==> src/rtl/core/ssrm_pkg.sv <==
// Shared types and constants of the stereo soft ring modulator.
package ssrm_pkg;

  // Default widths handed to the top level
  localparam int unsigned SAMPLE_WIDTH_DEF = 24;
  localparam int unsigned PHASE_WIDTH_DEF  = 32;

  // Depth of the queue between front and back
  localparam int unsigned QUEUE_DEPTH = 2;

  // Register indexes of the configuration port
  localparam logic [1:0] CFG_LEFT_STEP  = 2'd0;
  localparam logic [1:0] CFG_RIGHT_STEP = 2'd1;
  localparam logic [1:0] CFG_SOAR_LEVEL = 2'd2;
  localparam logic [1:0] CFG_WET_LEVEL  = 2'd3;

  // Full wet share, Q1.16
  localparam logic [16:0] WET_FULL = 17'h1_0000;

  // Quarter-wave sine polynomial, Q1.30
  localparam logic [30:0] ONE30 = 31'h4000_0000;
  localparam logic [30:0] C1    = 31'd1686629713;
  localparam logic [30:0] C3    = 31'd693598668;
  localparam logic [30:0] C5    = 31'd85569306;
  localparam logic [30:0] C7    = 31'd5026995;

  // Last step of the polynomial sequence
  localparam logic [2:0] POLY_LAST = 3'd4;

  // Per-channel sequencer states
  typedef enum logic [3:0] {
    LANE_IDLE,
    LANE_POLY,
    LANE_PREP,
    LANE_PROD,
    LANE_ROOT,
    LANE_TRIM,
    LANE_SCALE,
    LANE_SUM,
    LANE_DONE
  } lane_state_e;

  // Lane status seen by the top level
  typedef struct packed {
    logic idle;
    logic done;
  } lane_status_t;

endpackage

==> src/rtl/core/ssrm_front.sv <==
// Front end: accepts sample pairs and advances both phase accumulators.
module ssrm_front #(
  parameter int unsigned SAMPLE_WIDTH = ssrm_pkg::SAMPLE_WIDTH_DEF,
  parameter int unsigned PHASE_WIDTH  = ssrm_pkg::PHASE_WIDTH_DEF
) (
  input  logic                        clk_i,
  input  logic                        rst_ni,
  input  logic                        in_valid_i,
  output logic                        in_stall_o,
  input  logic [SAMPLE_WIDTH-1:0]     left_sample_i,
  input  logic [SAMPLE_WIDTH-1:0]     right_sample_i,
  input  logic [31:0]                 left_step_i,
  input  logic [31:0]                 right_step_i,
  input  logic                        full_i,
  output logic                        push_o,
  output logic [2*SAMPLE_WIDTH+63:0]  data_o
);

  localparam int unsigned PW = PHASE_WIDTH;

  logic [PW-1:0] left_phase_q, left_phase_d;
  logic [PW-1:0] right_phase_q, right_phase_d;
  logic [31:0]   left_tap, right_tap;

  assign in_stall_o = full_i;
  assign push_o     = in_valid_i && !full_i;

  // Phase advance, modulo the accumulator width
  assign left_phase_d  = left_phase_q + PW'(left_step_i);
  assign right_phase_d = right_phase_q + PW'(right_step_i);

  // Top 32 bits of the new phase, zero-padded when narrower, form the turn fraction
  if (PW >= 32) begin : g_tap_wide
    assign left_tap  = left_phase_d[PW-1 -: 32];
    assign right_tap = right_phase_d[PW-1 -: 32];
  end else begin : g_tap_narrow
    assign left_tap  = {left_phase_d, {(32 - PW){1'b0}}};
    assign right_tap = {right_phase_d, {(32 - PW){1'b0}}};
  end

  assign data_o = {left_sample_i, right_sample_i, left_tap, right_tap};

  always_ff @(posedge clk_i or negedge rst_ni) begin
    if (!rst_ni) begin
      left_phase_q  <= '0;
      right_phase_q <= '0;
    end else if (push_o) begin
      left_phase_q  <= left_phase_d;
      right_phase_q <= right_phase_d;
    end
  end

endmodule

==> config.mk <==
export PLATFORM = sky130hd
export DESIGN_NAME = ssrm_front
export DESIGN_NICKNAME = d
export VERILOG_FILES = /design/src/rtl/core/ssrm_pkg.sv /design/src/rtl/core/ssrm_front.sv
export SDC_FILE = /design/constraint.sdc
export NUM_CORES = 1
export LEC_CHECK = 0
export ABC_AREA = 0
export BUFFER_PORTS_ARGS = -buffer_cell sky130_fd_sc_hd__buf_4
export CAP_MARGIN = 20
export CORE_MARGIN = 4
export CORE_UTILIZATION = 51
export CTS_CLUSTER_SIZE = 24
export DETAILED_ROUTE_END_ITERATION = 6
export PLACE_DENSITY = 0.87
export SETUP_SLACK_MARGIN = 0.05
export SLEW_MARGIN = 10
export SYNTH_ARGS = -nofsm -noshare
export SYNTH_HDL_FRONTEND = slang
export SYNTH_SLANG_ARGS = --single-unit
==> constraint.sdc <==
create_clock -name clk_i -period 2.75 [get_ports clk_i]
set_input_delay 0.275 -clock clk_i [delete_from_list [all_inputs] [get_ports clk_i]]
set_output_delay 0.275 -clock clk_i [all_outputs]
set_load 0.01 [all_outputs]
# [Word-level counts from Yosys, hierarchy flattened]
# Index checks and enable logic that the tools add are counted.
[op_classes] n_reduce_logical=2 n_addsub=2
[ops] op="$add A32 B32 Y32" count=2
[ops] op="$logic_and A1 B1 Y1" count=1
[ops] op="$logic_not A1 Y1" count=1
[word_totals] ff_bits=64 output_inout_bits=114 input_bits=116 word_cells=6

# [Logic depth before layout (Yosys ltp)]
# Gate-level depths: netlist (run 1).
[logic_depth] depth_word=2 ltp_mapped=10

# [Worst setup path after synthesis (run 1)]
# Ideal clock, no wire load.
[synth_timing] kind="register to register" from="reg right_phase_q[0]" to="reg right_phase_q[22]" slack_ns=0.123 path_buffers=0 period_less_slack_ns=2.627 setup_time_ns=0.125 path_stages_with_launch=11 t_arrival_ns=2.502 required_time_ns=2.625 path_cell_list="dfrtp_1 > ha_1 > fa_1 > a21oi_1 > o21ai_0 > a2111oi_0 > o21ai_0 > nand2_1 > o21ai_0 > xor2_1 > mux2_2"
[synth_via] elab_chain_cells=1
[synth_rtl] element="start, declared" line="ssrm_front.sv:22" rtl="logic [PW-1:0] right_phase_q, right_phase_d;"
[synth_rtl] element="start signal, assigned" line="ssrm_front.sv:49" rtl="right_phase_q <= right_phase_d;"
[synth_rtl] element="$add A32 B32 Y32" line="ssrm_front.sv:30" rtl="assign right_phase_d = right_phase_q + PW'(right_step_i);"
[synth_rtl] element="net data_o[22]" line="ssrm_front.sv:16" rtl="output logic [2*SAMPLE_WIDTH+63:0] data_o"
# The timed path passes the listed nets, and every way through them passes these cells.
# A chain may end at the register's enable or synchronous reset.

# [Worst setup path in the final report (run 1)]
[layout_timing] from="reg left_phase_q[0]" to="out data_o[50]"
[layout_via] elab_chain_cells=1
[layout_rtl] element="start, declared" line="ssrm_front.sv:21" rtl="logic [PW-1:0] left_phase_q, left_phase_d;"
[layout_rtl] element="start signal, assigned" line="ssrm_front.sv:48" rtl="left_phase_q <= left_phase_d;"
[layout_rtl] element="$add A32 B32 Y32" line="ssrm_front.sv:29" rtl="assign left_phase_d = left_phase_q + PW'(left_step_i);"
[layout_rtl] element="end, declared" line="ssrm_front.sv:16"
# Every way passes these cells.

==> results of run 1 <==
==> repair_timing <==
item,CTS,global route
resized for setup,131,93
endpoints found under the setup margin,54,57
endpoints found under the hold margin,0,0
pin swaps,53,65
setup buffers,16,30
==> per-stage QoR <==
step	util	hold WS (ns)	power, W	setup WS, ns
global placement	0.629	0.445	0.00953	-0.184
floorplan	-	-0.0206	0.00655	0.123
global route	0.791	0.117	0.0149	-0.546
CTS	0.727	0.0826	0.0122	-0.323
detailed placement	0.629	0.449	0.00971	-0.201
finish	0.791	0.0497	0.0142	-0.410
==> report_power, final <==
part           switching (W)  total (W)  internal [W]  leakage, nW
logic                0.00570     0.0112       0.00546         3.36
registers           0.000392    0.00180       0.00141        0.775
clock network       0.000466    0.00122      0.000750        0.150
total                0.00656     0.0142       0.00762         4.28
==> layout by cell type, fill, tap and decap left out, drive strengths merged, types with 3 or more instances in the layout <==
cell / instances
nor2: 35
nand4: 3
a221o: 3
o211ai: 7
or3: 4
o21a: 8
a21o: 27
nand3: 22
a211o: 5
and2: 5
a31oi: 16
buf: 237
ha: 62
o21ai: 35
nor2b: 5
nand2b: 6
and3: 7
a211oi: 9
mux2: 23
nor3: 8
xnor2: 32
o21bai: 11
inv: 8
xor2: 26
a21oi: 69
dfrtp: 64
clkbuf: 13
nand2: 155
==> synthesized netlist by cell type (2+ instances only) <==
| master | count |
|---|---|
| sky130_fd_sc_hd__buf_6 | 2 |
| sky130_fd_sc_hd__and3_1 | 7 |
| sky130_fd_sc_hd__clkbuf_1 | 22 |
| sky130_fd_sc_hd__nand3_1 | 22 |
| sky130_fd_sc_hd__a21boi_0 | 2 |
| sky130_fd_sc_hd__inv_1 | 8 |
| sky130_fd_sc_hd__dfrtp_1 | 64 |
| sky130_fd_sc_hd__xor2_1 | 26 |
| sky130_fd_sc_hd__a31oi_1 | 15 |
| sky130_fd_sc_hd__nand2b_1 | 6 |
| sky130_fd_sc_hd__o211ai_1 | 6 |
| sky130_fd_sc_hd__nor3_1 | 8 |
| sky130_fd_sc_hd__a211o_1 | 5 |
| sky130_fd_sc_hd__fa_1 | 2 |
| sky130_fd_sc_hd__o21bai_1 | 11 |
| sky130_fd_sc_hd__nand2_1 | 155 |
| sky130_fd_sc_hd__nor4_1 | 2 |
| sky130_fd_sc_hd__a21o_1 | 27 |
| sky130_fd_sc_hd__a221o_1 | 3 |
| sky130_fd_sc_hd__xnor2_1 | 32 |
| sky130_fd_sc_hd__nor2_1 | 35 |
| sky130_fd_sc_hd__or2_2 | 2 |
| sky130_fd_sc_hd__nor2b_1 | 5 |
| sky130_fd_sc_hd__o21ai_1 | 5 |
| sky130_fd_sc_hd__o21ai_0 | 29 |
| sky130_fd_sc_hd__buf_4 | 49 |
| sky130_fd_sc_hd__buf_2 | 2 |
| sky130_fd_sc_hd__and4_1 | 2 |
| sky130_fd_sc_hd__a211oi_1 | 8 |
| sky130_fd_sc_hd__buf_1 | 3 |
| sky130_fd_sc_hd__and2_1 | 5 |
| sky130_fd_sc_hd__o21a_1 | 8 |
| sky130_fd_sc_hd__mux2_2 | 23 |
| sky130_fd_sc_hd__or3_1 | 4 |
| sky130_fd_sc_hd__o31ai_1 | 2 |
| sky130_fd_sc_hd__ha_1 | 62 |
| sky130_fd_sc_hd__a21oi_1 | 69 |
| sky130_fd_sc_hd__nand4_1 | 3 |
==> layout make-up <==
class	instances	area, sq um	share of cell area
Timing Repair Buffer	237	1880	0.204
Sequential cell	64	1600	0.174
Clock inverter	3	40.0	0.00434
Multi-Input combinational cell	613	5230	0.567
Clock buffer	13	260	0.0282
Inverter	8	30.0	0.00325
Tap cell	143	179	0.0194
==> path summary, 6_finish.rpt <==
path,from,end,slack [ns],cells after the start
worst max register to register,right_phase_q[17],right_phase_q[28],-0.06,10
max in group asynchronous,rst_ni,right_phase_q[8],2.11,1
worst min-delay path,rst_ni,left_phase_q[24],0.05,1
worst min register to register,right_phase_q[9],right_phase_q[9],0.48,2
worst max-delay path,left_phase_q[0],data_o[50],-0.41,10
min in group clk_i,left_step_i[0],left_phase_q[0],0.26,4
==> metal layers <==
layer	global-route usage	vias to the layer above	wire length, um
met3	0.0535	129	1830
met2	0.516	444	11800
met5	0	-	0
met4	0.107	0	1140
met1	0.318	3238	8660
li1	-	2994	-
==> kinds of logic after synthesis <==
logic type | share of synthesized area
adder cells (fa/ha/maj) | 0.132
AO/OA/AOI/OAI | 0.220
multiplexers | 0.0434
AND/OR/NAND/NOR | 0.179
flip-flops | 0.259
buffers and inverters | 0.0847
XOR/XNOR | 0.0820
==> critical path: cells and delay by family (launching register included) <==
kind,cells,cell delay (ns)
and+or+nand+nor,1,0.14
buffers and inverters,1,0.16
xor gates and xnor gates,1,0.20
adders and majority gates,2,0.53
DFF,1,0.40
AOI/OAI and AO/OA,5,1.12
==> registers in the layout, indices dropped and copies added (netlist names) <==
name and cells:
left_phase_q 32, right_phase_q 32
==> metrics.txt, run 1 <==
weighted congestion reported at the end of routability-driven placement=0.924; Antenna diodes=0; netlist area before placement=between 6000 and 7000 sq um; endpoint kind of the worst setup timing path=output pin; antenna violation net count after detailed routing=0; hold buffers post-CTS=0; largest cells by area after synthesis=sky130_fd_sc_hd__dfrtp_1 (26%), sky130_fd_sc_hd__ha_1 (13%), sky130_fd_sc_hd__nand2_1 (9.4%), sky130_fd_sc_hd__buf_4 (5.9%), sky130_fd_sc_hd__a21oi_1 (5.6%); static leakage=about 4.3 nW; Post-synth EDFFs=0; maximum level of the CTS H-tree=3; Maximum Capacitance Violations=0; final instance count without filler cells=roughly 1,100; number of violations reported at the end of detailed-routing iteration 0=903; data arrival at the endpoint of the critical path=2.88 ns; drt total wl=23.5 mm; root cell of the clock tree=sky130_fd_sc_hd__clkbuf_16; number of primary I/O pins=230; clock-pin slew of the registers on the worst-case setup and hold paths=approximately 0.060 ns; required time of the worst setup path=2.48 ns; largest net degree at the start of global routing=65; sequential share of the synthesized area=0.259; outcome=finished, violations left; overall via count from detail_route=a little under 7,000; Period Utilization, post-route=1.15; final clock skew=0.00883 ns; placed instance count=1,020; worst rel slew slack=0.401; area share of the largest cell type after synthesis=0.259; final count of hold timing violations=0; Synth Warn #=0; synthesized netlist net count=943; largest area contributor in the netlist=sky130_fd_sc_hd__dfrtp_1; instance area after placement=7330 sq um; prevailing post-synth register cell=sky130_fd_sc_hd__dfrtp_1; CTS Buffer Depth=2; area inside the core boundary=11,700 sq um; Max Transition Viols Final=0; element type at the critical path start=register; # fillers=648; initial standard-cell utilization of the core=0.531; type of the worst setup path=register to output pin; number of flip-flops and latches in the synthesized netlist=64; largest stage delay on the critical path=0.40 ns; final count of negative-setup-slack endpoints=47; critical-path cell with the highest stage delay=sky130_fd_sc_hd__dfrtp_1; cts bufs inserted=9; clock insertion delay at the later pin of the skew report=roughly 0.35 ns; Net count, final=1,113; ordered list of cells on the worst path=ha_4, fa_2, a21o_1, a31oi_2, o21ai_2, o211ai_2, nand2b_1, a221o_1, xor2_2, buf_4; number of distinct library cells after synthesis=60; router iterations before antenna repair=7; Worst-Margin Slew=0.899 ns; layout cell share with drive strength beyond 1=0.457; overall die area=between 10,000 and 15,000 sq um; synthesis-to-layout area growth=49.0%; synthesized area per cell=between 8 and 9 sq um; cell count after synthesis=763; detailed-route vias per instance=6.30; gr ovfl total=0; shortest clock period the worst path allows after layout=roughly 3.2 ns; unrepaired setup endpoints after global routing=true; via count of the first global-routing pass=6,527; accumulated negative setup slack=-9.86 ns; violated checks=DRC, setup timing; Std-Cell Rows=39; Remaining DRCs=7; aggregate global-route resource usage=0.279; setup ws final=-0.410 ns; half-perimeter wire length after placement=roughly 13 mm; Final Instance Area=about 9200 sq um; type of the tightest min-delay check=input port to asynchronous set/reset pin; proportion of register bits with asynchronous set or reset after synthesis=1.00; total power density per cell area=1540 nW/um^2; maximum net fanout on the critical path=3; vertical die dimension=118 um; CTS sink count=64; antenna violations before repair=0; overall die width=118 um; average wire per standard cell=21.7 um; Port Buf Inserts=133; Max rail drop VDD=0.903 mV; first-pass GRT wire length=32.3 mm; Peak Freq=between 300 and 400 MHz; TritonCTS clock tree=yes
Note: power is estimated with default switching activity, not from simulation.
==> run 2: changes to the inputs <==
--- a/config.mk
+++ b/config.mk
@@ -8,11 +8,13 @@
 export ABC_AREA = 0
 export BUFFER_PORTS_ARGS = -buffer_cell sky130_fd_sc_hd__buf_4
 export CAP_MARGIN = 20
+export CELL_PAD_IN_SITES_DETAIL_PLACEMENT = 1
+export CELL_PAD_IN_SITES_GLOBAL_PLACEMENT = 1
 export CORE_MARGIN = 4
-export CORE_UTILIZATION = 51
+export CORE_UTILIZATION = 36
 export CTS_CLUSTER_SIZE = 24
 export DETAILED_ROUTE_END_ITERATION = 6
-export PLACE_DENSITY = 0.87
+export PLACE_DENSITY = 0.86
 export SETUP_SLACK_MARGIN = 0.05
 export SLEW_MARGIN = 10
 export SYNTH_ARGS = -nofsm -noshare
==> run 2 against run 1 <==
Effect of this change: maximum frequency is 0.32% higher; worst setup slack better by 0.010 ns; cell area grew 7.8%; first-iteration DRC count is 54% lower; combinational power up 12%; hold slack lost 0.0012 ns; via count rose by 2.1%; largest power group unchanged; clock-buffer cell count is 2 lower; wire length up 23%; the flow finishes with violations (setup timing); register-to-register slack got worse by 0.02 ns; final cell count increased by 9.7%; non-clock buffer count up 28.
==> metrics.txt, run 2 (synthesis results as in run 1) <==
outcome=finished, violations left (unchanged); violated checks=setup timing (was DRC, setup timing); worst rel slew slack=0.375 (was 0.401); final count of negative-setup-slack endpoints=45 (was 47); type of the tightest min-delay check=input port to asynchronous set/reset pin (unchanged); data arrival at the endpoint of the critical path=2.87 ns (was 2.88 ns); synthesis-to-layout area growth=60.6% (was 49.0%); root cell of the clock tree=sky130_fd_sc_hd__clkbuf_16 (unchanged); drt total wl=28.8 mm (was 23.5 mm); Antenna diodes=0 (unchanged); Net count, final=1,141 (was 1,113); setup ws final=-0.400 ns (was -0.410 ns); Std-Cell Rows=47 (was 39); Period Utilization, post-route=1.15 (about the same); maximum net fanout on the critical path=3 (unchanged); Maximum Capacitance Violations=0 (unchanged); switching share of power=0.466 (was 0.463); layout cell share with drive strength beyond 1=0.514 (was 0.457); area inside the core boundary=16,700 sq um (was 11,700 sq um); net switching power=0.00731 W (was 0.00656 W); static leakage=4.52 nW (was 4.28 nW); final count of hold timing violations=0 (unchanged); largest net degree at the start of global routing=65 (unchanged); most common cell after layout, fill and taps aside=sky130_fd_sc_hd__buf_4 (unchanged); average wire per standard cell=24.3 um (was 21.7 um); Port Buf Inserts=133 (unchanged); total power consumption of the routed design=0.0157 W (was 0.0142 W); overall die width=139 um (was 118 um); final instance count without filler cells=1,186 (was 1,081); leading cell types in the layout, fill and taps excluded=sky130_fd_sc_hd__buf_4 (230), sky130_fd_sc_hd__nand2_1 (145), sky130_fd_sc_hd__dfrtp_1 (63), sky130_fd_sc_hd__a21oi_1 (35), sky130_fd_sc_hd__buf_6 (33) (was sky130_fd_sc_hd__buf_4 (212), sky130_fd_sc_hd__nand2_1 (149), sky130_fd_sc_hd__dfrtp_1 (64), sky130_fd_sc_hd__a21oi_1 (42), sky130_fd_sc_hd__ha_1 (30)); antenna violation net count after detailed routing=0 (unchanged); overall die area=19,400 sq um (was 14,000 sq um); number of primary I/O pins=230 (unchanged); antenna violations before repair=0 (unchanged); unrepaired setup endpoints after global routing=true (unchanged); detailed-route vias per instance=5.86 (was 6.30); half-perimeter wire length after placement=15.3 mm (was 12.8 mm); clock insertion delay at the later pin of the skew report=0.35 ns (about the same); post-layout utilization of the core=0.596 (was 0.791); worst slack on hold paths=0.0485 ns (was 0.0497 ns); Peak Freq=317 MHz (was 316 MHz); combinational cell fraction of total power=0.796 (was 0.787); first-pass GRT wire length=38.8 mm (was 32.3 mm); sequential fraction of design power=0.116 (was 0.127); via count of the first global-routing pass=7,267 (was 6,527); endpoint kind of the worst setup timing path=output pin (unchanged); type of the worst setup path=register to output pin (unchanged); initial standard-cell utilization of the core=0.371 (was 0.531); vertical die dimension=139 um (was 118 um); shortest clock period the worst path allows after layout=3.15 ns (was 3.16 ns); aggregate global-route resource usage=0.246 (was 0.279); TritonCTS clock tree=yes (unchanged); router iterations before antenna repair=5 (was 7); placed instance count=1,102 (was 1,020); CTS Buffer Depth=2 (unchanged); flop2flop setup slack=-0.08 ns (was -0.06 ns); clock-pin slew of the registers on the worst-case setup and hold paths=0.07 ns (was 0.06 ns); biggest regs=left_phase_q (32), right_phase_q (32) (unchanged); gr ovfl total=0 (unchanged); final clock skew=0.0120 ns (was 0.00883 ns); cts bufs inserted=9 (unchanged); element type at the critical path start=register (unchanged); overall via count from detail_route=6,947 (was 6,805); number of violations reported at the end of detailed-routing iteration 0=418 (was 903); Remaining DRCs=0 (was 7); required time of the worst setup path=2.48 ns (about the same); weighted congestion reported at the end of routability-driven placement=0.861 (was 0.924); Max Transition Viols Final=0 (unchanged); relative contribution of the clock network to total power=0.088 (was 0.086); Worst-Margin Slew=0.937 ns (was 0.899 ns); Max rail drop VDD=0.810 mV (was 0.903 mV); total power density per cell area=1580 nW/um^2 (was 1540 nW/um^2); internal power component=0.00837 W (was 0.00762 W); maximum level of the CTS H-tree=3 (unchanged); CTS sink count=64 (unchanged)
[run 2: path summary, 6_finish.rpt]
kind                                    from           endpoint  depth (start not counted)
min reg2reg                 left_phase_q[31]   left_phase_q[31]                          1
max in group asynchronous             rst_ni   right_phase_q[1]                          1
min                                   rst_ni    left_phase_q[6]                          1
min in group clk_i           right_step_i[0]   right_phase_q[0]                          4
max reg2reg                right_phase_q[14]  right_phase_q[23]                         12
max                          left_phase_q[0]         data_o[56]                         11
[run 2: layer usage]
layer,global-route usage,vias up,wire length [um]
li1,-,3030,-
met3,0.0476,110,1560
met5,0,-,0
met2,0.455,307,15000
met4,0.0932,0,1390
met1,0.279,3500,10900
[run 2: per-stage QoR]
stage	TNS [ns]	setup WS, ns	instance area (sq um)
floorplan	0	0.123	6190
global placement	-2.71	-0.198	7470
detailed placement	-5.00	-0.234	7470
CTS	-5.73	-0.342	8960
global route	-14.61	-0.480	9950
finish	-9.81	-0.400	9950
[run 2: critical path, stage by stage (launching register included)]
cell	delay (ns)
sky130_fd_sc_hd__dfrtp_1	0.41
sky130_fd_sc_hd__ha_4	0.18
sky130_fd_sc_hd__fa_2	0.35
sky130_fd_sc_hd__a21o_1	0.21
sky130_fd_sc_hd__a31oi_2	0.18
sky130_fd_sc_hd__o21ai_2	0.11
sky130_fd_sc_hd__o211ai_1	0.25
sky130_fd_sc_hd__buf_4	0.20
sky130_fd_sc_hd__a21oi_4	0.07
sky130_fd_sc_hd__a31oi_1	0.22
sky130_fd_sc_hd__xnor2_1	0.18
sky130_fd_sc_hd__buf_4	0.16
[run 2: cell type report]
type	count	area, sq um
flip-flops and latches	64	1600
repair buffers	265	2130
inverters	8	30.0
multi-input cells	613	5570
clock buffers	11	233
fillers	1848	6750
clock inverters	5	105
well taps	220	275
[run 2: repair_timing]
action / in CTS / in global routing
setup endpoints to repair: 67 / 59
gates resized for setup: 167 / 133
buffers inserted: 41 / 35
pin swaps: 86 / 77
hold buffers: 0 / 0
[run 2: power by group through the flow]
stage	clock, W	combinational, W	sequential [W]
2_1_floorplan	0	0.00494	0.00161
3_3_place_gp	0	0.00810	0.00166
3_5_place_dp	0	0.00834	0.00170
4_1_cts	0.00138	0.0102	0.00174
5_1_grt	0.00145	0.0132	0.00186
6_report	0.00138	0.0125	0.00182
