==> src/rtl/core/ssrm_pkg.sv <==
// Shared types and constants of the stereo soft ring modulator.
package ssrm_pkg;

  // Default widths handed to the top level
  localparam int unsigned SAMPLE_WIDTH_DEF = 24;
  localparam int unsigned PHASE_WIDTH_DEF  = 32;

  // Depth of the queue between front and back
  localparam int unsigned QUEUE_DEPTH = 2;

  // Register indexes of the configuration port
  localparam logic [1:0] CFG_LEFT_STEP  = 2'd0;
  localparam logic [1:0] CFG_RIGHT_STEP = 2'd1;
  localparam logic [1:0] CFG_SOAR_LEVEL = 2'd2;
  localparam logic [1:0] CFG_WET_LEVEL  = 2'd3;

  // Full wet share, Q1.16
  localparam logic [16:0] WET_FULL = 17'h1_0000;

  // Quarter-wave sine polynomial, Q1.30
  localparam logic [30:0] ONE30 = 31'h4000_0000;
  localparam logic [30:0] C1    = 31'd1686629713;
  localparam logic [30:0] C3    = 31'd693598668;
  localparam logic [30:0] C5    = 31'd85569306;
  localparam logic [30:0] C7    = 31'd5026995;

  // Last step of the polynomial sequence
  localparam logic [2:0] POLY_LAST = 3'd4;

  // Per-channel sequencer states
  typedef enum logic [3:0] {
    LANE_IDLE,
    LANE_POLY,
    LANE_PREP,
    LANE_PROD,
    LANE_ROOT,
    LANE_TRIM,
    LANE_SCALE,
    LANE_SUM,
    LANE_DONE
  } lane_state_e;

  // Lane status seen by the top level
  typedef struct packed {
    logic idle;
    logic done;
  } lane_status_t;

endpackage

==> src/rtl/core/ssrm_fifo.sv <==
// Short register queue between the front and the back.
module ssrm_fifo #(
  parameter int unsigned WIDTH = 112,
  parameter int unsigned DEPTH = ssrm_pkg::QUEUE_DEPTH
) (
  input  logic             clk_i,
  input  logic             rst_ni,
  input  logic             push_i,
  input  logic [WIDTH-1:0] data_i,
  input  logic             pop_i,
  output logic [WIDTH-1:0] data_o,
  output logic             full_o,
  output logic             empty_o
);

  localparam int unsigned PTR_W = (DEPTH > 1) ? $clog2(DEPTH) : 1;
  localparam int unsigned CNT_W = $clog2(DEPTH + 1);

  logic [WIDTH-1:0] mem_q [DEPTH];
  logic [PTR_W-1:0] wr_ptr_q, wr_ptr_d;
  logic [PTR_W-1:0] rd_ptr_q, rd_ptr_d;
  logic [CNT_W-1:0] count_q, count_d;

  assign full_o  = (count_q == CNT_W'(DEPTH));
  assign empty_o = (count_q == '0);
  assign data_o  = mem_q[rd_ptr_q];

  // Pointer and fill count update
  always_comb begin
    wr_ptr_d = wr_ptr_q;
    rd_ptr_d = rd_ptr_q;
    count_d  = count_q;
    if (push_i) begin
      wr_ptr_d = (wr_ptr_q == PTR_W'(DEPTH - 1)) ? '0 : wr_ptr_q + 1'b1;
    end
    if (pop_i) begin
      rd_ptr_d = (rd_ptr_q == PTR_W'(DEPTH - 1)) ? '0 : rd_ptr_q + 1'b1;
    end
    if (push_i && !pop_i) begin
      count_d = count_q + 1'b1;
    end else if (pop_i && !push_i) begin
      count_d = count_q - 1'b1;
    end
  end

  always_ff @(posedge clk_i or negedge rst_ni) begin
    if (!rst_ni) begin
      wr_ptr_q <= '0;
      rd_ptr_q <= '0;
      count_q  <= '0;
    end else begin
      wr_ptr_q <= wr_ptr_d;
      rd_ptr_q <= rd_ptr_d;
      count_q  <= count_d;
    end
  end

  // Entry storage
  always_ff @(posedge clk_i) begin
    if (push_i) begin
      mem_q[wr_ptr_q] <= data_i;
    end
  end

  assert property (@(posedge clk_i) disable iff (!rst_ni) full_o |-> !push_i || pop_i)
    else $error("queue written while full");
  assert property (@(posedge clk_i) disable iff (!rst_ni) empty_o |-> !pop_i)
    else $error("queue read while empty");
  assert property (@(posedge clk_i) disable iff (!rst_ni)
                   (push_i && !pop_i) |=> !empty_o)
    else $error("queue empty after write");

endmodule

==> config.mk <==
export PLATFORM = sky130hd
export DESIGN_NAME = ssrm_fifo
export DESIGN_NICKNAME = d
export VERILOG_FILES = /design/src/rtl/core/ssrm_pkg.sv /design/src/rtl/core/ssrm_fifo.sv
export SDC_FILE = /design/constraint.sdc
export NUM_CORES = 1
export LEC_CHECK = 0
export BUFFER_PORTS_ARGS = -buffer_cell sky130_fd_sc_hd__buf_2
export CAP_MARGIN = 20
export CORE_ASPECT_RATIO = 1.4
export CORE_MARGIN = 3
export CORE_UTILIZATION = 45
export DETAILED_ROUTE_END_ITERATION = 10
export PLACE_DENSITY = 0.82
export SYNTH_ARGS = -nofsm -noshare
export SYNTH_HDL_FRONTEND = slang
export SYNTH_SLANG_ARGS = --single-unit
==> constraint.sdc <==
create_clock -name clk_i -period 16.56 [get_ports clk_i]
set_clock_uncertainty 0.1 [all_clocks]
set_input_delay 1.656 -clock clk_i [delete_from_list [all_inputs] [get_ports clk_i]]
set_output_delay 1.656 -clock clk_i [all_outputs]
set_load 0.01 [all_outputs]
After elaboration in Yosys (flattened, before gate mapping)

Memory sizes are Yosys's and may differ from the RTL's.
Cells that the tools add are included.

Mux-type cells: 6
Add/sub/neg operators: 4
Reduce and logical (&&, ||, !) cells: 6
Equal/unequal tests: 1

Operator list:

| operator              | number |
|---|---|
| $mux W1               | 4 |
| $mux W2               | 2 |
| $add A1 B1 Y1 const B | 2 |
| $add A2 B1 Y2 const B | 1 |
| $eq A2 B2 Y1 const B  | 1 |
| $logic_and A1 B1 Y1   | 2 |
| $logic_not A1 Y1      | 2 |
| $logic_not A2 Y1      | 1 |
| $reduce_bool A2 Y1    | 1 |
| $sub A2 B1 Y2 const B | 1 |

Word-level logic and storage cells: 21
Bits in registers: 4
Memories: 1
Output and inout bits: 114
Memory bits (writable): 224
Bits of input ports: 116

Memory list:

| name  | words | width | rd ports | clocked after Yosys merged registers in | write ports | RTL line        | RTL |
|---|---|---|---|---|---|---|---|
| mem_q | 2     | 112   | 1        | 0                                       | 1           | ssrm_fifo.sv:19 | `logic [WIDTH-1:0] mem_q [DEPTH];` |

Depth between registers and ports, before layout

Gate-level depths: netlist of run 1.

Depth in word-level cells: 4
Depth in mapped cells: 5
Depth with buffers taken out: 5

Worst setup path before layout of run 1

OpenSTA, ideal clock, no wires.

Path type: input -> register
Start: in push_i
End: mem mem_q[0][0], enable pin
Required time: 15.863 ns
Arrival time: 6.521 ns
Slack: 9.342 ns
Path buffers: 0
Cell stages on the path: 1
Cell sequence: nor2b_1

Word-level cells in the longest chain between the ends: 2

Ends and longest elaborated chain:

| element                       | RTL line        | RTL |
|---|---|---|
| start, declared               | ssrm_fifo.sv:8  | `input logic push_i,` |
| $mux W1                       | ssrm_fifo.sv:60 | `if (push_i) begin` |
| $mux W1 (implied by the code) | ssrm_fifo.sv:61 | `mem_q[wr_ptr_q] <= data_i;` |
| end, declared                 | ssrm_fifo.sv:19 |  |

Every way passes these cells.

Worst setup path in the final report of run 1

Start: reg rd_ptr_q
End: out data_o[10]

Word-level cells in the longest chain between the ends: 1

Ends and longest elaborated chain:

| element                | RTL line        | RTL |
|---|---|---|
| start, declared        | ssrm_fifo.sv:21 | `logic [PTR_W-1:0] rd_ptr_q, rd_ptr_d;` |
| start signal, assigned | ssrm_fifo.sv:53 | `rd_ptr_q <= rd_ptr_d;` |
| $mem_v2 Z2 W112        | -               |  |
| end, declared          | ssrm_fifo.sv:11 | `output logic [WIDTH-1:0] data_o,` |

Every way passes these cells.

==> results of run 1 <==
==> metal layers <==
layer | GRT usage, % | up-vias | routed length, um
li1 | - | 1932 | -
met5 | 0 | - | 27
met1 | 16.9 | 2096 | 5670
met2 | 27.8 | 164 | 8670
met4 | 4.58 | 4 | 361
met3 | 4.03 | 34 | 1210
==> cells by family (layout without fill, tap and decap cells) <==
family / Yosys count / count (layout)
adder cells (fa/ha/maj): 1 / 1
multiplexers: 112 / 112
flip-flops: 228 / 228
XOR/XNOR: 5 / 5
AND/OR/NAND/NOR: 5 / 5
other: 0 / 1
buffers and inverters: 14 / 271
==> power breakdown <==
| part | total (mW) | switching, mW | internal, mW | leakage [nW] |
|---|---|---|---|---|
| logic | 0.520 | 0.252 | 0.268 | 1.71 |
| registers | 0.824 | 0.0570 | 0.767 | 2.15 |
| clock network | 0.486 | 0.190 | 0.296 | 0.340 |
==> cell type report <==
class,count,share of cell area (%)
well taps,244,2.87
clock buffers,26,5.12
clock inverters,11,1.45
multi-input cells,123,15.2
repair buffers,233,11.1
flip-flops and latches,228,64.2
inverters,1,0.0353
diodes,1,0.0235
==> stage by stage <==
stage	area [um2]	power (mW)	utilization, %
6_report	10600	1.83	57.2
5_1_grt	10600	1.92	57.1
4_1_cts	10600	1.86	57.1
3_5_place_dp	9930	1.37	53.4
3_3_place_gp	9930	1.35	53.4
2_1_floorplan	8560	1.20	-
==> registers in the layout (all words and copies together), names as in the netlist <==
register,flops
wr_ptr_q,1
count_q,2
mem_q,224
rd_ptr_q,1
==> final timing paths <==
kind                            start      endpoint  slack [ns]  cells after the start
max                          rd_ptr_q    data_o[10]       11.78                      3
min                        count_q[1]    count_q[1]        0.41                      1
max reg2reg                  wr_ptr_q  mem_q[1][18]       14.17                      2
min reg2reg                count_q[1]    count_q[1]        0.41                      1
max in group asynchronous      rst_ni      rd_ptr_q       15.32                      1
min in group asynchronous      rst_ni    count_q[1]        0.88                      1
==> layout by cell type (no fill, tap or decap) <==
master,synthesis,final
ha_1,1,1
xnor2_1,1,1
xor2_1,4,4
clkinv_2,0,2
clkinv_1,0,4
diode_2,0,1
nor2b_4,0,1
and2_4,0,1
clkbuf_16,0,21
mux2_4,70,70
inv_6,0,1
mux2_2,42,42
clkbuf_1,0,5
dfrtp_1,4,3
bufinv_16,0,4
buf_4,0,4
nor2b_1,2,1
buf_2,4,229
edfxtp_1,224,224
dfrtp_4,0,1
inv_1,1,1
nor2_1,2,2
==> critical path: cells and delay by family (launching register included) <==
| kind | cells | cell delay, ns |
|---|---|---|
| multiplexers | 1 | 0.42 |
| buffers and inverters | 2 | 1.06 |
| flip-flops | 1 | 0.94 |
==> run_results.csv, run 1 <==
group,metric,value,unit
synthesis,synthAdderAreaFrac,0.146,%
layout,num-fill-cells,1450,
layout,final_cells,867,
timing,slew_violations,0,
flow_run,maxCapViolCount,0,
timing,tns,0,ns
route,finalWirelength,15900,um
clocking,post_cts_buffers,0,
worst_setup_path,path_cells,"buf_4 -> mux2_2 -> buf_2",
layout,regArea,0.00683,mm2
timing,tightest_slew,1.10,ns
synthesis,avgSynthCellArea,23.5,um2
synthesis,synth-async-reset-ratio,1.75,%
floorplan,core.rowCount,59,
synthesis,yosys_warnings,0,
synthesis,synthTopCellsByCount,"edfxtp_1 (224), mux2_4 (70), mux2_2 (42)",
timing,hold-worst-slack,0.406,ns
placed_design,gp_congestion,0.707,
timing,worst_slack,11.78,ns
worst_setup_path,path_class,"flip-flop to output pin",
placed_design,place_ws,12.26,ns
hold_path,holdCritPathClass,"flip-flop to flip-flop",
global_routing,grt_max_degree,72,
timing,fmax,209,MHz
worst_setup_path,critPathRequiredTime,14.80,ns
layout,syn_to_final_growth,24.2,%
synthesis,synth_compound_area_share,0,%
timing,setup_viol,0,
synthesis,ys_ff_latch,228,
timing,slew-limit-headroom,26.6,%
synthesis,synth_top_family_by_area,"multiplexers",
placed_design,dp_hpwl,10800,um
synthesis,ys_types,14,
global_routing,grt_usage,15.1,%
route,dr.pass1.iters,4,
power_and_ir_drop,leakage,4.20,nW
route,drc,0,
clocking,cts_resized,0,
status,outcome,"finished, final reports clean",
global_routing,grt_pass1_vias,4674,
synthesis,synth_nets,482,
clocking,path_clk_slew,0.07,ns
synthesis,ys.flop_type,"edfxtp_1",
worst_setup_path,slowest_stage,"dfrtp_4",
synthesis,synthXorXnorAreaFrac,0.511,%
synthesis,synth_top_area_share,78.6,%
layout,fin_nets,725,
global_routing,grt_pass1_wl,24400,um
clocking,max-clock-path-buffers,3,
global_routing,antenna_found_initial,2,
clocking,tritoncts,"done",
route,drtIter0Drc,270,
route,ant_nets,0,
clocking,clk_latency,0.48,ns
layout,multi_input_area,0.00162,mm2
layout,drive_above_1_share,60.5,%
route,viasPerCell,4.88,
timing,fin_crit_sh,28.8,%
synthesis,ys_seq_area_share,79.7,%
placed_design,numPortBuffers,229,
synthesis,synth.most_common_cell,"edfxtp_1",
synthesis,syn_inst,365,
clocking,cts.htree.levels,1,
placed_design,post-place-cells,829,
power_and_ir_drop,peakVddDrop,0.000101,V
route,drt-wirelength-per-cell,18.4,um
clocking,holdBufCountCts,0,
synthesis,netlist_area,0.00856,mm2
synthesis,synth_enable_flop_cells,224,
floorplan,initial_core_util,46.0,%
floorplan,die_w,123,um
power_and_ir_drop,p_per_area,172,mW/mm2
timing,period_needed,4.78,ns
worst_setup_path,cp-end-kind,"output pin",
worst_setup_path,worst_setup_path_start_kind,"flip-flop",
clocking,cts_root_buf,"clkbuf_16",
worst_setup_path,worstPathArrival,3.02,ns
worst_setup_path,path_max_fanout,71,
floorplan,core,0.0186,mm2
synthesis,muxShareOfSynthArea,17.8,%
route,vias,4230,
clocking,clock-sinks,228,
floorplan,design.portCount,230,
timing,rsz0062_at_grt,"no",
global_routing,overflow,0,
synthesis,synth-simple-area-share,0.307,%
timing,final-hold-violation-count,0,
floorplan,die_h,169,um
clocking,cts_buffers,21,
synthesis,synthTopCellsByArea,"edfxtp_1 (79%), mux2_4 (12%), mux2_2 (5.5%)",
worst_setup_path,slowest_delay,0.94,ns
floorplan,dieArea,0.0207,mm2
synthesis,yosysTopAreaCell,"edfxtp_1",
(Power assumes the default switching activity.)
==> run 2: changes to the inputs <==
--- a/config.mk
+++ b/config.mk
@@ -5,6 +5,7 @@
 export SDC_FILE = /design/constraint.sdc
 export NUM_CORES = 1
 export LEC_CHECK = 0
+export ABC_AREA = 1
 export BUFFER_PORTS_ARGS = -buffer_cell sky130_fd_sc_hd__buf_2
 export CAP_MARGIN = 20
 export CORE_ASPECT_RATIO = 1.4
==> constraint.sdc (replaced) <==
create_clock -name clk_i -period 4.45 [get_ports clk_i]
set_clock_uncertainty 0.1 [all_clocks]
set_input_delay 0.445 -clock clk_i [delete_from_list [all_inputs] [get_ports clk_i]]
set_output_delay 0.445 -clock clk_i [all_outputs]
set_load 0.01 [all_outputs]
==> run 2 against run 1 <==
Setup slack got worse by 10 ns; final area fell by 0.25%; global-route usage fell by 0.47 points; wire length fell by 2.0%; register-to-register slack got worse by 12 ns; synthesized area rose by 0.23%; critical endpoint is now data_o[91]; largest power group unchanged.
==> run_results.csv, run 2 <==
group,metric,value,unit
timing,fin_crit_sh,71.1,%
worst_setup_path,path_class,"flip-flop to output pin",
synthesis,synth_top_area_share,78.4,%
synthesis,synthXorXnorAreaFrac,0.306,%
timing,fmax,316,MHz
floorplan,core.rowCount,59,
hold_path,holdCritPathClass,"input pin to flip-flop",
clocking,cts_root_buf,"clkbuf_16",
timing,slew_violations,0,
status,outcome,"finished, final reports clean",
layout,final_common_cell,"buf_2",
synthesis,synthTopCellsByCount,"edfxtp_1 (224), mux2_4 (70), mux2_2 (42)",
route,ant_nets,0,
floorplan,die_h,169,um
placed_design,place_area,0.00998,mm2
timing,period_needed,3.16,ns
synthesis,netlist_area,0.00858,mm2
layout,reg_top3,"mem_q x224, count_q x2",
route,drtIter0Drc,305,
global_routing,grt_pass1_vias,4614,
worst_setup_path,cpLargestDelayFamily,"flip-flops",
synthesis,synth_nets,491,
power_and_ir_drop,report.power.total,6.63,mW
clocking,clk_latency,0.48,ns
placed_design,numPortBuffers,229,
layout,top_register,"mem_q",
global_routing,overflow,0,
layout,largest_reg_flops,224,
route,dr.pass1.iters,4,
layout,drive_above_1_share,59.2,%
clocking,path_clk_slew,0.06,ns
timing,final-hold-violation-count,0,
power_and_ir_drop,p_per_area,625,mW/mm2
synthesis,yosys_warnings,0,
route,finalWirelength,15600,um
clocking,cts.htree.levels,1,
global_routing,grt_max_degree,83,
floorplan,dieArea,0.0208,mm2
global_routing,grt_pass1_wl,23800,um
synthesis,synth.most_common_cell,"edfxtp_1",
floorplan,initial_core_util,46.0,%
synthesis,ys_ff_latch,228,
synthesis,synth-async-reset-ratio,1.75,%
synthesis,synth-simple-area-share,0.481,%
clocking,post_cts_buffers,0,
clocking,max-clock-path-buffers,3,
worst_setup_path,slowest_delay,0.99,ns
synthesis,ys_types,15,
layout,stdcell_area,0.0106,mm2
timing,rsz0062_at_grt,"no",
flow_run,maxCapViolCount,0,
worst_setup_path,worstPathArrival,2.62,ns
power_and_ir_drop,leakage,4.20,nW
worst_setup_path,cp-end-kind,"output pin",
route,drt-wirelength-per-cell,17.8,um
synthesis,ys_seq_area_share,79.5,%
placed_design,dp_hpwl,10700,um
synthesis,synth_enable_flop_cells,224,
clocking,cts_buffers,21,
placed_design,gp_congestion,0.743,
layout,syn_to_final_growth,23.6,%
layout,diodes,0,
worst_setup_path,path_max_fanout,48,
timing,tns,0,ns
route,viasPerCell,4.90,
timing,slew-limit-headroom,36.6,%
timing,tightest_slew,0.948,ns
synthesis,avgSynthCellArea,22.9,um2
global_routing,antenna_found_initial,0,
clocking,cts_resized,0,
worst_setup_path,worst_setup_path_start_kind,"flip-flop",
clocking,clock-sinks,228,
worst_setup_path,path_cells,"buf_4 -> mux2_2 -> buf_2",
clocking,tritoncts,"done",
floorplan,core,0.0187,mm2
route,vias,4294,
floorplan,design.portCount,230,
layout,fin_nets,736,
synthesis,synthTopCellsByArea,"edfxtp_1 (78%), mux2_4 (12%), mux2_2 (5.5%)",
worst_setup_path,crit_buf_inv,2,
timing,hold-worst-slack,0.0440,ns
layout,final_core_util,56.8,%
synthesis,muxShareOfSynthArea,17.8,%
synthesis,ys.flop_type,"edfxtp_1",
synthesis,syn_inst,374,
floorplan,die_w,123,um
synthesis,synth_top_family_by_area,"multiplexers",
worst_setup_path,slowest_stage,"dfrtp_4",
synthesis,yosysTopAreaCell,"edfxtp_1",
synthesis,synthAdderAreaFrac,0.146,%
timing,setup_viol,0,
worst_setup_path,critPathRequiredTime,3.90,ns
layout,most-common-layout-cells,"buf_2 (229), edfxtp_1 (224), mux2_4 (70)",
power_and_ir_drop,peakVddDrop,0.000438,V
synthesis,synth_compound_area_share,0,%
global_routing,grt_usage,14.6,%
route,drc,0,
## run 2: cell count changes after synthesis, sizes merged
cell,before,now
inv,1,7
nand2,0,5
xor2,4,2
nand4,0,1
nor2,2,3
nand3,0,1
nor2b,2,0
and2,1,0
## run 2: routing by layer
metal	vias to the layer above	share of wire, %	global-route usage, %
li1	1956	-	-
met1	2118	36	16.8
met2	183	53	26.0
met3	37	7.9	3.70
met4	0	3.0	5.41
met5	-	0	0
## run 2: worst paths after layout
path                                 end  slack [ns]         from  depth (start not counted)
hold / removal             mem_q[1][106]        0.04  data_i[106]                          1
setup reg to reg            mem_q[0][60]        2.28     wr_ptr_q                          2
hold reg to reg               count_q[1]        0.41   count_q[1]                          2
max in group asynchronous       rd_ptr_q        3.88       rst_ni                          2
setup / recovery              data_o[91]        1.29     rd_ptr_q                          3
min in group asynchronous     count_q[1]        0.22       rst_ni                          2
## run 2: cell families after synthesis
group	Yosys count
xor gates and xnor gates	3
adders and majority gates	1
buffers and inverters	20
DFF	228
muxes	112
and+or+nand+nor	10
## run 2: area by class of cell
cell class	instances	area [um2]
fillers	1388	8070
flip-flops and latches	228	6830
multi-input cells	126	1610
repair buffers	235	1220
clock buffers	29	556
well taps	244	305
clock inverters	7	56.3
inverters	7	28.8
## run 2: report_power, final
| group | switching [mW] | total (mW) | internal [mW] | leakage (nW) |
|---|---|---|---|---|
| clock | 0.688 | 1.61 | 0.926 | 0.299 |
| combinational | 0.932 | 1.94 | 1.01 | 1.76 |
| sequential | 0.225 | 3.08 | 2.85 | 2.15 |
## run 2: timing repair
action                                  CTS  global route
endpoints found under the setup margin    0             0
hold buffers                              1             0
endpoints found under the hold margin     4             0
## run 2: per-stage QoR
step / setup WS [ns] / cells
after detailed placement: 1.82 / 839
after floorplan: 0.541 / 374
after global placement: 1.89 / 839
final: 1.29 / 876
after CTS: 1.29 / 876
after global routing: 1.17 / 876
==> run 3: changes to the inputs <==
--- a/config.mk
+++ b/config.mk
@@ -12,7 +12,7 @@
 export CORE_MARGIN = 3
 export CORE_UTILIZATION = 45
 export DETAILED_ROUTE_END_ITERATION = 10
-export PLACE_DENSITY = 0.82
+export PLACE_DENSITY = 0.85
 export SYNTH_ARGS = -nofsm -noshare
 export SYNTH_HDL_FRONTEND = slang
 export SYNTH_SLANG_ARGS = --single-unit
==> constraint.sdc (replaced) <==
create_clock -name clk_i -period 2.9 [get_ports clk_i]
set_clock_uncertainty 0.1 [all_clocks]
set_input_delay 0.29 -clock clk_i [delete_from_list [all_inputs] [get_ports clk_i]]
set_output_delay 0.29 -clock clk_i [all_outputs]
set_load 0.01 [all_outputs]
==> run 3 against run 2 <==
Setup slack lost 0.89 ns; wire length grew 14%; total power grew 59%; sequential power grew 51%; first-iteration DRC count grew 11%; critical endpoint is now data_o[57]; sequential cell count is the same; worst hold slack gained 0.048 ns; largest power group unchanged; final area grew 11%; register-to-register slack lost 1.1 ns.
==> run_results.csv, run 3 (same netlist as run 2, synthesis figures left out) <==
group,metric,value,unit
status,outcome,"finished, final reports clean",
layout,stdcell_area,0.0118,mm2
worst_setup_path,reg2reg_depth,3,
floorplan,die_w,123,um
clocking,clk_latency,0.47,ns
layout,reg_top3,"mem_q x224, count_q x2",
timing,setup_viol,0,
layout,diodes,0,
clocking,cts_root_buf,"clkbuf_16",
timing,final-hold-violation-count,0,
clocking,path_clk_slew,0.06,ns
layout,most-common-layout-cells,"buf_2 (229), edfxtp_1 (224), dlygate4sd3_1 (115)",
route,vias,4788,
timing,slew_violations,0,
worst_setup_path,r2r_start,"wr_ptr_q",
layout,largest_reg_flops,224,
timing,rsz0062_at_grt,"no",
route,viasPerCell,4.83,
placed_design,numPortBuffers,229,
global_routing,antenna_found_initial,0,
power_and_ir_drop,p_per_area,891,mW/mm2
worst_setup_path,path_cells,"buf_12 -> mux2_4 -> buf_2",
placed_design,gp_congestion,0.727,
global_routing,grt_max_degree,113,
clocking,cts_resized,0,
timing,slew-limit-headroom,49.8,%
clocking,clock-sinks,228,
global_routing,grt_usage,16.7,%
clocking,cts_buffers,21,
power_and_ir_drop,peakVddDrop,0.000902,V
worst_setup_path,reg2reg_to,"mem_q[1][18]",
worst_setup_path,cp-end-kind,"output pin",
layout,final_core_util,63.3,%
route,dr.pass1.iters,4,
timing,fmax,400,MHz
route,finalWirelength,17800,um
worst_setup_path,reg2reg_setup_slack,1.19,ns
placed_design,dp_hpwl,10700,um
worst_setup_path,path_class,"flip-flop to output pin",
worst_setup_path,slowest_delay,0.77,ns
hold_path,holdCritPathClass,"input pin to async pin",
floorplan,core,0.0187,mm2
layout,syn_to_final_growth,37.7,%
layout,top_register,"mem_q",
floorplan,design.portCount,230,
route,drtIter0Drc,339,
layout,fin_nets,852,
floorplan,dieArea,0.0208,mm2
timing,tns,0,ns
floorplan,core.rowCount,59,
route,ant_nets,0,
floorplan,die_h,169,um
clocking,cts.htree.levels,1,
timing,period_needed,2.50,ns
worst_setup_path,worst_setup_path_start_kind,"flip-flop",
worst_setup_path,path_max_fanout,37,
layout,drive_above_1_share,50.9,%
timing,fin_crit_sh,86.2,%
flow_run,maxCapViolCount,0,
clocking,max-clock-path-buffers,3,
placed_design,place_area,0.0100,mm2
global_routing,overflow,0,
worst_setup_path,slowest_stage,"dfrtp_4",
timing,tightest_slew,0.753,ns
route,drt-wirelength-per-cell,18.0,um
clocking,post_cts_buffers,0,
worst_setup_path,worstPathArrival,2.11,ns
route,drc,0,
global_routing,grt_pass1_vias,5289,
clocking,tritoncts,"done",
power_and_ir_drop,leakage,4.70,nW
floorplan,initial_core_util,46.0,%
global_routing,grt_pass1_wl,27200,um
worst_setup_path,critPathRequiredTime,2.51,ns
layout,final_common_cell,"buf_2",
clocking,holdBufCountCts,115,
run 3: cell types whose count changed in the layout (fill, tap and decap cells not counted), sizes merged:
cell	previous run	this run
clkinv	6	7
bufinv	1	2
dlygate4sd3	1	115
clkinvlp	0	4
buf	234	236
clkbuf	29	23
run 3: how the worst max path moves through the flow:
stage | from | to | slack (ns) | depth (start not counted)
final | rd_ptr_q | data_o[57] | 0.40 | 3
after global routing | rd_ptr_q | data_o[54] | 0.30 | 3
after CTS | rd_ptr_q | data_o[57] | 0.36 | 3
after detailed placement | rd_ptr_q | data_o[57] | 0.89 | 3
after global placement | rd_ptr_q | data_o[57] | 0.91 | 3
after floorplan | wr_ptr_q | mem_q[1][0] | 0.25 | 2
run 3: critical path, delay by kind of cell, from the launching register on:
kind	cells	cell delay, ns
muxes	1	0.34
buffers and inverters	2	0.47
DFF	1	0.77
run 3: where the power goes:
part           total, mW  switching, mW  internal (mW)
registers           4.66          0.275           4.38
clock network       2.61           1.10           1.51
logic               3.27           1.59           1.67
run 3: final cells by class:
cell class              count  area (um2)
multi-input cells         126        1610
well taps                 244         305
clock buffers              23         533
flip-flops and latches    228        6830
clock inverters            13         124
repair buffers            351        2390
inverters                   7        30.0
fillers                  1209        6860
run 3: metal layers:
layer / global-route usage (%) / wire length [um] / vias to the layer above
met5: 0 / 0 / -
met4: 7.21 / 682 / 0
met3: 2.73 / 930 / 52
met2: 31.4 / 10100 / 185
met1: 18.3 / 6060 / 2357
li1: - / - / 2194
run 3: stage by stage:
step	worst slack, ns	total power [mW]	std cells	hold slack [ns]
after floorplan	0.245	6.81	374	-0.106
after global placement	0.913	7.74	841	-0.000696
after detailed placement	0.892	7.86	841	0.00132
after CTS	0.363	10.6	992	0.00906
after global routing	0.298	11.0	992	0.0741
final	0.400	10.5	992	0.0924
